File: src/hw/rtl/chtd_pkg.sv
// Shared types and constants for the chunked transfer decoder.
// No dependencies; imported by chtd_parser and chunked_transfer_decoder.
`default_nettype none

package chtd_pkg;

  // characters seen on a size line
  localparam logic [7:0] CH_LF    = 8'h0A;
  localparam logic [7:0] CH_TAB   = 8'h09;
  localparam logic [7:0] CH_VT    = 8'h0B;
  localparam logic [7:0] CH_FF    = 8'h0C;
  localparam logic [7:0] CH_CR    = 8'h0D;
  localparam logic [7:0] CH_SPACE = 8'h20;
  localparam logic [7:0] CH_ZERO  = 8'h30;
  localparam logic [7:0] CH_X_LO  = 8'h78;
  localparam logic [7:0] CH_X_UP  = 8'h58;

  // verdict on a finished size line
  typedef enum logic [1:0] {
    LINE_SKIP,
    LINE_ZERO,
    LINE_DATA
  } line_t;

  // one result as it leaves the parser
  typedef struct packed {
    logic       data_valid;
    logic [7:0] data_byte;
    logic       body_done;
    logic       done_kind;
  } chtd_result_t;

  function automatic logic is_blank(input logic [7:0] c);
    return (c == CH_SPACE) || (c == CH_TAB) || (c == CH_VT) ||
           (c == CH_FF) || (c == CH_CR);
  endfunction

  // hex digit decode: {valid, value}
  function automatic logic [4:0] hex_decode(input logic [7:0] c);
    logic [4:0] r;
    r = 5'b0_0000;
    if (c >= 8'h30 && c <= 8'h39) r = {1'b1, c[3:0]};
    else if ((c >= 8'h61 && c <= 8'h66) || (c >= 8'h41 && c <= 8'h46))
      r = {1'b1, c[3:0] + 4'd9};
    return r;
  endfunction

endpackage

`default_nettype wire

File: src/hw/rtl/chtd_parser.sv
// Chunk framing state and per-byte decode logic of the chunked transfer decoder.
// Depends on chtd_pkg.
`default_nettype none

module chtd_parser #(
  parameter int SIZE_DIGITS = 8
) (
  input  wire logic                  clk,
  input  wire logic                  rst_n,
  input  wire logic                  step_en,
  input  wire logic [7:0]            step_byte,
  input  wire logic                  step_last,
  output chtd_pkg::chtd_result_t     res
);
  import chtd_pkg::*;

  localparam int SW = 4 * SIZE_DIGITS;
  localparam int CW = $clog2(SIZE_DIGITS + 2);
  localparam logic [CW-1:0] CNT_MAX  = CW'(SIZE_DIGITS);
  localparam logic [CW-1:0] CNT_OVER = CW'(SIZE_DIGITS + 1);

  typedef enum logic [2:0] {
    MODE_SIZE,
    MODE_TAIL,
    MODE_DATA,
    MODE_SKIP,
    MODE_DONE
  } mode_t;

  typedef enum logic [1:0] {
    PH_LEAD,
    PH_ZERO,
    PH_PREFIX,
    PH_DIGITS
  } phase_t;

  mode_t          mode_r,  mode_nxt;
  phase_t         phase_r, phase_nxt;
  logic [SW-1:0]  acc_r,   acc_nxt;
  logic [CW-1:0]  cnt_r,   cnt_nxt;
  logic [SW-1:0]  left_r,  left_nxt;

  logic [4:0]     hex;
  logic           is_hex;
  logic [SW-1:0]  acc_add;
  logic [CW-1:0]  cnt_add;
  logic           lf;

  function automatic line_t judge(input phase_t ph, input logic [CW-1:0] cnt,
                                  input logic [SW-1:0] acc);
    line_t r;
    if (ph == PH_PREFIX && cnt == '0)       r = LINE_ZERO;
    else if (cnt == '0 || cnt > CNT_MAX)     r = LINE_SKIP;
    else if (acc == '0)                      r = LINE_ZERO;
    else                                     r = LINE_DATA;
    return r;
  endfunction

  assign hex    = hex_decode(step_byte);
  assign is_hex = hex[4];
  assign lf     = (step_byte == CH_LF);

  // one more digit; past the limit the count just pins at overflow
  always_comb begin
    if (cnt_r < CNT_MAX) begin
      acc_add = (acc_r << 4) | SW'(hex[3:0]);
      cnt_add = cnt_r + 1'b1;
    end else begin
      acc_add = acc_r;
      cnt_add = CNT_OVER;
    end
  end

  always_comb begin
    mode_nxt  = mode_r;
    phase_nxt = phase_r;
    acc_nxt   = acc_r;
    cnt_nxt   = cnt_r;
    left_nxt  = left_r;
    res       = '0;

    case (mode_r)
      MODE_DATA: begin
        res.data_valid = 1'b1;
        res.data_byte  = step_byte;
        left_nxt       = left_r - 1'b1;
        if (left_r == SW'(1)) mode_nxt = MODE_SKIP;
      end
      MODE_SKIP: begin
        if (lf) begin
          mode_nxt  = MODE_SIZE;
          phase_nxt = PH_LEAD;
          acc_nxt   = '0;
          cnt_nxt   = '0;
        end
      end
      MODE_SIZE, MODE_TAIL: begin
        if (lf) begin
          case (judge(phase_r, cnt_r, acc_r))
            LINE_ZERO: begin
              res.body_done = 1'b1;
              mode_nxt      = MODE_DONE;
            end
            LINE_DATA: begin
              left_nxt = acc_r;
              mode_nxt = MODE_DATA;
            end
            default: mode_nxt = MODE_SIZE;
          endcase
          phase_nxt = PH_LEAD;
          acc_nxt   = '0;
          cnt_nxt   = '0;
        end else if (mode_r == MODE_SIZE) begin
          case (phase_r)
            PH_LEAD: begin
              if (is_blank(step_byte)) begin
                // leading whitespace is dropped
              end else if (is_hex) begin
                phase_nxt = (step_byte == CH_ZERO) ? PH_ZERO : PH_DIGITS;
                acc_nxt   = acc_add;
                cnt_nxt   = cnt_add;
              end else begin
                mode_nxt = MODE_TAIL;
              end
            end
            PH_ZERO: begin
              if (step_byte == CH_X_LO || step_byte == CH_X_UP) begin
                phase_nxt = PH_PREFIX;
                acc_nxt   = '0;
                cnt_nxt   = '0;
              end else if (is_hex) begin
                phase_nxt = PH_DIGITS;
                acc_nxt   = acc_add;
                cnt_nxt   = cnt_add;
              end else begin
                mode_nxt = MODE_TAIL;
              end
            end
            default: begin
              if (is_hex) begin
                phase_nxt = PH_DIGITS;
                acc_nxt   = acc_add;
                cnt_nxt   = cnt_add;
              end else begin
                mode_nxt = MODE_TAIL;
              end
            end
          endcase
        end
      end
      default: ;
    endcase

    if (step_last) begin
      // end of stream: report an early end unless the body already closed;
      // an open size line is judged as it stands
      if (mode_r != MODE_DONE && !res.body_done) begin
        res.body_done = 1'b1;
        res.done_kind = 1'b1;
        if ((mode_nxt == MODE_SIZE || mode_nxt == MODE_TAIL) &&
            judge(phase_nxt, cnt_nxt, acc_nxt) == LINE_ZERO)
          res.done_kind = 1'b0;
      end
      mode_nxt  = MODE_SIZE;
      phase_nxt = PH_LEAD;
      acc_nxt   = '0;
      cnt_nxt   = '0;
      left_nxt  = '0;
    end

    if (!step_en) res = '0;
  end

  always_ff @(posedge clk) begin
    if (!rst_n) begin
      mode_r  <= MODE_SIZE;
      phase_r <= PH_LEAD;
      acc_r   <= '0;
      cnt_r   <= '0;
      left_r  <= '0;
    end else if (step_en) begin
      mode_r  <= mode_nxt;
      phase_r <= phase_nxt;
      acc_r   <= acc_nxt;
      cnt_r   <= cnt_nxt;
      left_r  <= left_nxt;
    end
  end

  a_data_has_count: assert property (@(posedge clk) disable iff (!rst_n)
    mode_r == MODE_DATA |-> left_r != '0)
    else $error("chunk payload mode with zero bytes left");

  a_count_bound: assert property (@(posedge clk) disable iff (!rst_n)
    cnt_r <= CNT_OVER)
    else $error("digit count past overflow mark");

  a_last_rearms: assert property (@(posedge clk) disable iff (!rst_n)
    step_en && step_last |=> mode_r == MODE_SIZE && cnt_r == '0 && left_r == '0)
    else $error("parser not rearmed after final byte");

  a_done_sticky: assert property (@(posedge clk) disable iff (!rst_n)
    step_en && !step_last && mode_r == MODE_DONE |=> mode_r == MODE_DONE)
    else $error("left finished state before final byte");

  a_payload_mode: assert property (@(posedge clk) disable iff (!rst_n)
    res.data_valid |-> mode_r == MODE_DATA && step_en)
    else $error("payload byte outside chunk data");

endmodule

`default_nettype wire

File: src/hw/rtl/chunked_transfer_decoder.sv
// Top level of the chunked transfer decoder: input register, parser, result register.
// Depends on chtd_pkg and chtd_parser.
//
//   channel  direction  handshake            payload
//   in_      request in  in_valid / in_stall   in_byte, in_last
//   out_     result out  out_valid / out_stall out_data_byte, out_data_valid,
//                                              out_body_done, out_done_kind
//
// One byte per cycle sustained while out_stall stays low; a result is offered on out_ once its
// byte has passed the input register and then the result register.
// The parser state and its one-byte decode sit between those two registers.
// rst_n is synchronous; the parser comes up waiting for a size line, no clearing pass.
// While the result register is full and out_stall is high, a byte held in the input
// register waits and in_stall goes high; bytes that give no result still need that slot.
`default_nettype none

module chunked_transfer_decoder #(
  parameter int SIZE_DIGITS = 8
) (
  input  wire logic       clk,
  input  wire logic       rst_n,
  input  wire logic       in_valid,
  output logic            in_stall,
  input  wire logic [7:0] in_byte,
  input  wire logic       in_last,
  output logic            out_valid,
  input  wire logic       out_stall,
  output logic [7:0]      out_data_byte,
  output logic            out_data_valid,
  output logic            out_body_done,
  output logic            out_done_kind
);
  import chtd_pkg::*;

  logic         in_v_r;
  logic [7:0]   in_byte_r;
  logic         in_last_r;
  logic         out_v_r;
  chtd_result_t out_r;
  chtd_result_t res;
  logic         step_en;
  logic         in_take;

  // the held byte moves on whenever the result slot is free or being drained
  assign step_en  = in_v_r && (!out_v_r || !out_stall);
  assign in_stall = in_v_r && !step_en;
  assign in_take  = in_valid && !in_stall;

  chtd_parser #(.SIZE_DIGITS(SIZE_DIGITS)) u_parser (
    .clk       (clk),
    .rst_n     (rst_n),
    .step_en   (step_en),
    .step_byte (in_byte_r),
    .step_last (in_last_r),
    .res       (res)
  );

  always_ff @(posedge clk) begin
    if (!rst_n) begin
      in_v_r <= 1'b0;
    end else if (in_take) begin
      in_v_r <= 1'b1;
    end else if (step_en) begin
      in_v_r <= 1'b0;
    end
  end

  always_ff @(posedge clk) begin
    if (in_take) begin
      in_byte_r <= in_byte;
      in_last_r <= in_last;
    end
  end

  always_ff @(posedge clk) begin
    if (!rst_n) begin
      out_v_r <= 1'b0;
    end else if (step_en) begin
      out_v_r <= res.data_valid || res.body_done;
    end else if (!out_stall) begin
      out_v_r <= 1'b0;
    end
  end

  always_ff @(posedge clk) begin
    if (step_en) out_r <= res;
  end

  assign out_valid      = out_v_r;
  assign out_data_byte  = out_r.data_byte;
  assign out_data_valid = out_r.data_valid;
  assign out_body_done  = out_r.body_done;
  assign out_done_kind  = out_r.done_kind;

  a_no_overwrite: assert property (@(posedge clk) disable iff (!rst_n)
    out_v_r && out_stall |=> out_v_r && $stable(out_r))
    else $error("stalled result overwritten");

  a_result_nonempty: assert property (@(posedge clk) disable iff (!rst_n)
    out_v_r |-> out_r.data_valid || out_r.body_done)
    else $error("empty result presented");

  a_input_held: assert property (@(posedge clk) disable iff (!rst_n)
    in_v_r && !step_en |=> in_v_r && $stable(in_byte_r) && $stable(in_last_r))
    else $error("held request lost before decode");

endmodule

`default_nettype wire
File: config.mk
export PLATFORM = sky130hd
export DESIGN_NAME = chunked_transfer_decoder
export DESIGN_NICKNAME = d
export VERILOG_FILES = /design/src/hw/rtl/chtd_pkg.sv /design/src/hw/rtl/chtd_parser.sv /design/src/hw/rtl/chunked_transfer_decoder.sv
export SDC_FILE = /design/constraint.sdc
export NUM_CORES = 1
export LEC_CHECK = 0
export BUFFER_PORTS_ARGS = -buffer_cell sky130_fd_sc_hd__buf_2
export CORE_MARGIN = 2
export CORE_UTILIZATION = 64
export CTS_BUF_LIST = sky130_fd_sc_hd__clkbuf_8
export DETAILED_ROUTE_END_ITERATION = 10
export PLACE_DENSITY_LB_ADDON = 0.2
export SLEW_MARGIN = 20
export SYNTH_ARGS = -nofsm -noshare
export SYNTH_HDL_FRONTEND = slang
export SYNTH_SLANG_ARGS = --single-unit
File: constraint.sdc
create_clock -name clk -period 3.2 [get_ports clk]
set_clock_uncertainty 0.2 [all_clocks]
set_input_delay 0.64 -clock clk [delete_from_list [all_inputs] [get_ports clk]]
set_output_delay 0.64 -clock clk [all_outputs]
set_load 0.01 [all_outputs]
==> results.py <==
metrics = {
    "flow_run": {
        "maxCapViolations": 0,
    },
    "cts": {
        "cts.sinks": 95,
        "post_cts_buffers": 0,
        "insertion_delay_ns": 0.37,
        "cts.clk_slew.worst_paths_ns": 0.09,
        "ctsLongestPathBuffers": 2,
        "cts_tree": "done",
        "h-tree-depth": 3,
        "cts_root_buffer": "clkbuf_8",
        "numCtsBuffers": 9,
    },
    "finish": {
        "n_antenna_cell": 0,
        "nNetsFinal": 667,
        "fillerInstances": 638,
        "syn_to_final_growth_pct": 9.731,
        "drive_gt1_share_pct": 14.46,
    },
    "worst_setup_path": {
        "max_stage_delay_ns": 0.46,
        "end_kind": "flip-flop",
        "cp_max_fo": 6,
        "required_ns": 3.10,
        "cp.arrival_ns": 2.98,
        "crit_slowest_cell": "edfxtp_1",
        "crit_chain": "inv_1 > ha_2 > o21bai_1 > a21o_1 > a211o_1 > a21o_1 > a22o_1 > nand2b_1 > nor4_2 > a211oi_1",
        "crit_top_cell": "a21o_1",
        "crit_path_start_kind": "flip-flop",
        "critical_path_class": "reg -> reg",
    },
    "sta": {
        "period_share_pct": 96.34,
        "relSlewSlack_pct": 51.82,
        "period_needed_ns": 3.083,
        "fin_setup_tns_ns": 0,
        "rsz0062_at_grt": "no",
        "max_slew.worst_pin.slew_ns": 0.7228,
        "setup_viol": 0,
        "final_max_slew_viol_count": 0,
        "hold_violations": 0,
        "clock.fmax_ghz": 0.3244,
    },
    "synth": {
        "synth_xor_area_share_pct": 0.8247,
        "ys_seq_elements": 95,
        "netlist_instances": 622,
        "synth_top_family_by_area": "simple AND/OR/NAND/NOR gates",
        "synth_area_sq_um": 5310,
        "ys_types": 75,
        "async_reset_ff_share_pct": 0,
        "synth_compound_area_share_pct": 26.11,
        "ys_warn_count": 0,
        "yosys.area_share.simple_pct": 26.70,
        "seq_area_frac_synth_pct": 39.59,
        "synth-main-ff-cell": "dfxtp_1",
        "synth_area_leader_cell": "dfxtp_1",
        "synthMuxAreaShare_pct": 0.5891,
        "synth_top_area_share_pct": 28.28,
        "synth_area_leaders": "dfxtp_1 (28%), edfxtp_1 (11%), a21oi_1 (4.5%)",
        "synth_edf_count": 20,
        "avgSynthCellArea_sq_um": 8.537,
        "synth-adder-area-share_pct": 2.121,
        "syn_nets": 644,
    },
    "drt": {
        "viasPerCell": 6.764,
        "firstDrtPassIters": 6,
        "wl_per_cell_um": 19.17,
        "route.vias.total": 5107,
        "antenna_left": 0,
        "drc": 0,
        "first_iter_violations": 515,
        "routed_wl_um": 14480,
    },
    "power": {
        "leakagePower_uw": 0.002139,
        "power_uw": 2347,
        "p_per_area_nw_per_um2": 402.8,
        "max-vdd-ir-drop_v": 0.0002430,
    },
    "grt": {
        "grt_pass1_vias": 4538,
        "antenna_found_initial": 0,
        "track_usage_pct": 33.15,
        "grt_overflow_total": 0,
        "grt_pass1_wl_um": 23270,
        "grt_max_degree": 79,
    },
    "placed_design": {
        "hpwl_um": 10110,
        "place_congestion": 0.9740,
        "port_buffers": 25,
    },
    "min_path": {
        "hold_class": "in -> reg",
    },
    "floorplanning": {
        "io_pins": 26,
        "initial_core_util_pct": 65.28,
        "dieArea_sq_um": 9041,
        "rows": 33,
        "dieWidth_um": 95.09,
        "die_h_um": 95.09,
        "coreArea_sq_um": 8134,
    },
    "outcome": {
        "status": "complete, no violations",
    },
}
## cells in the final DEF, fill, tap and decap left out, drive strengths merged, types with 8 or more instances in the layout
cell type | synthesis | routed
o211ai | 14 | 14
a31oi | 9 | 9
nor2 | 59 | 59
a21oi | 49 | 49
and3 | 12 | 12
buf | 13 | 47
edfxtp | 20 | 20
nor4 | 11 | 11
inv | 14 | 17
or3 | 9 | 9
nand3 | 13 | 13
nor3 | 21 | 21
dfxtp | 75 | 75
o21ai | 28 | 28
nor2b | 34 | 34
clkbuf | 22 | 9
o21a | 8 | 8
ha | 9 | 9
nand2b | 10 | 10
a22oi | 28 | 28
nand2 | 52 | 52
## critical path: cells and delay by family, from the launching register on
family	cells	cell delay, ns
DFF	1	0.46
and+or+nand+nor	2	0.46
buffers and inverters	1	0.17
adders and majority gates	1	0.25
AOI/OAI and AO/OA	6	1.29
## stage by stage
stage                     util, %  hold slack [ns]  setup slack (ns)  instances  cell area [sq um]
after global routing        71.64           0.2388          0.001734        755               5827
after detailed placement    68.53           0.2583           0.06360        739               5574
after CTS                   71.24           0.2439           0.04081        755               5794
after floorplan                 -           0.2347            0.4679        622               5310
after global placement      68.53           0.2482            0.1492        739               5574
final                       71.64           0.2506            0.1172        755               5827
## Yosys cell counts, types with 3 or more instances
library cell / number
a311oi_1: 5
o221a_2: 7
nor4_1: 8
a22oi_1: 28
o21ai_0: 23
xnor2_1: 3
edfxtp_1: 20
o22ai_1: 7
nand4b_1: 4
a21boi_0: 3
a211oi_1: 5
and3_1: 12
a21oi_1: 48
a21boi_1: 4
a31oi_1: 9
a32oi_1: 3
nor3b_1: 6
o2111ai_1: 3
nor3_1: 19
inv_1: 14
dfxtp_1: 75
clkbuf_1: 22
nand2_1: 52
o21bai_1: 3
o211ai_1: 14
nand3_1: 13
nand2b_1: 10
buf_2: 8
and2_1: 6
o21a_1: 8
or4_1: 5
or3_1: 9
ha_1: 9
nor2b_1: 34
a21o_1: 3
nor2_1: 59
o21ai_1: 3
o31ai_1: 3
o2bb2ai_1: 3
and4_1: 4
## state kept, by name (all words and copies together) (netlist names)
register,flops
u_parser.cnt_r,4
out_body_done,1
u_parser.mode_r,3
in_v_r,1
u_parser.phase_r,2
out_valid,1
u_parser.acc_r,32
u_parser.left_r,32
out_done_kind,1
out_data_valid,1
out_data_byte,8
in_byte_r,8
in_last_r,1
## logic make-up (layout without fill, tap and decap cells)
| logic type | after synthesis | in the layout |
|---|---|---|
| XOR/XNOR | 5 | 5 |
| AND/OR/NAND/NOR | 259 | 259 |
| adder cells (fa/ha/maj) | 9 | 9 |
| multiplexers | 3 | 3 |
| buffers and inverters | 50 | 78 |
| AO/OA/AOI/OAI | 201 | 201 |
| flip-flops | 95 | 95 |
## timing repair
| item | CTS | global route |
|---|---|---|
| endpoints found under the setup margin | 0 | 13 |
| hold buffers | 0 | 0 |
| resized for setup | 0 | 7 |
## area by class of cell
cell class	instances	area [sq um]	area share, %
multi-input cells	477	3027	51.94
flip-flops and latches	95	2102	36.07
clock inverters	7	96.34	1.653
clock buffers	9	123.9	2.126
inverters	15	56.30	0.9663
repair buffers	47	290.3	4.982
well taps	105	131.4	2.255
## layer usage
layer  track usage, %  part of all wire [%]
met1            50.65                    45
met2            48.00                    44
met3            4.743                   9.1
met4            10.63                   1.8
met5                0                     0
## worst paths after layout
kind | start | to | slack (ns) | cells after the start
worst max-delay path | in_byte_r[1]$_DFFE_PP_ | out_done_kind$_SDFFCE_PN0P_ | 0.12 | 10
worst min-delay path | in_byte[5] | in_byte_r[5]$_DFFE_PP_ | 0.25 | 1
worst max register to register | in_byte_r[1]$_DFFE_PP_ | out_done_kind$_SDFFCE_PN0P_ | 0.12 | 10
worst min register to register | u_parser.left_r[29]$_SDFFE_PN0P_ | u_parser.left_r[29]$_SDFFE_PN0P_ | 0.27 | 2
## where the power goes
| part | switching, uW | total [uW] | internal (uW) |
|---|---|---|---|
| clock | 426 | 869 | 443 |
| sequential | 25.3 | 1270 | 1240 |
| combinational | 132 | 212 | 80.4 |
| total | 583 | 2350 | 1760 |
Note: power is estimated with default switching activity, not from simulation.
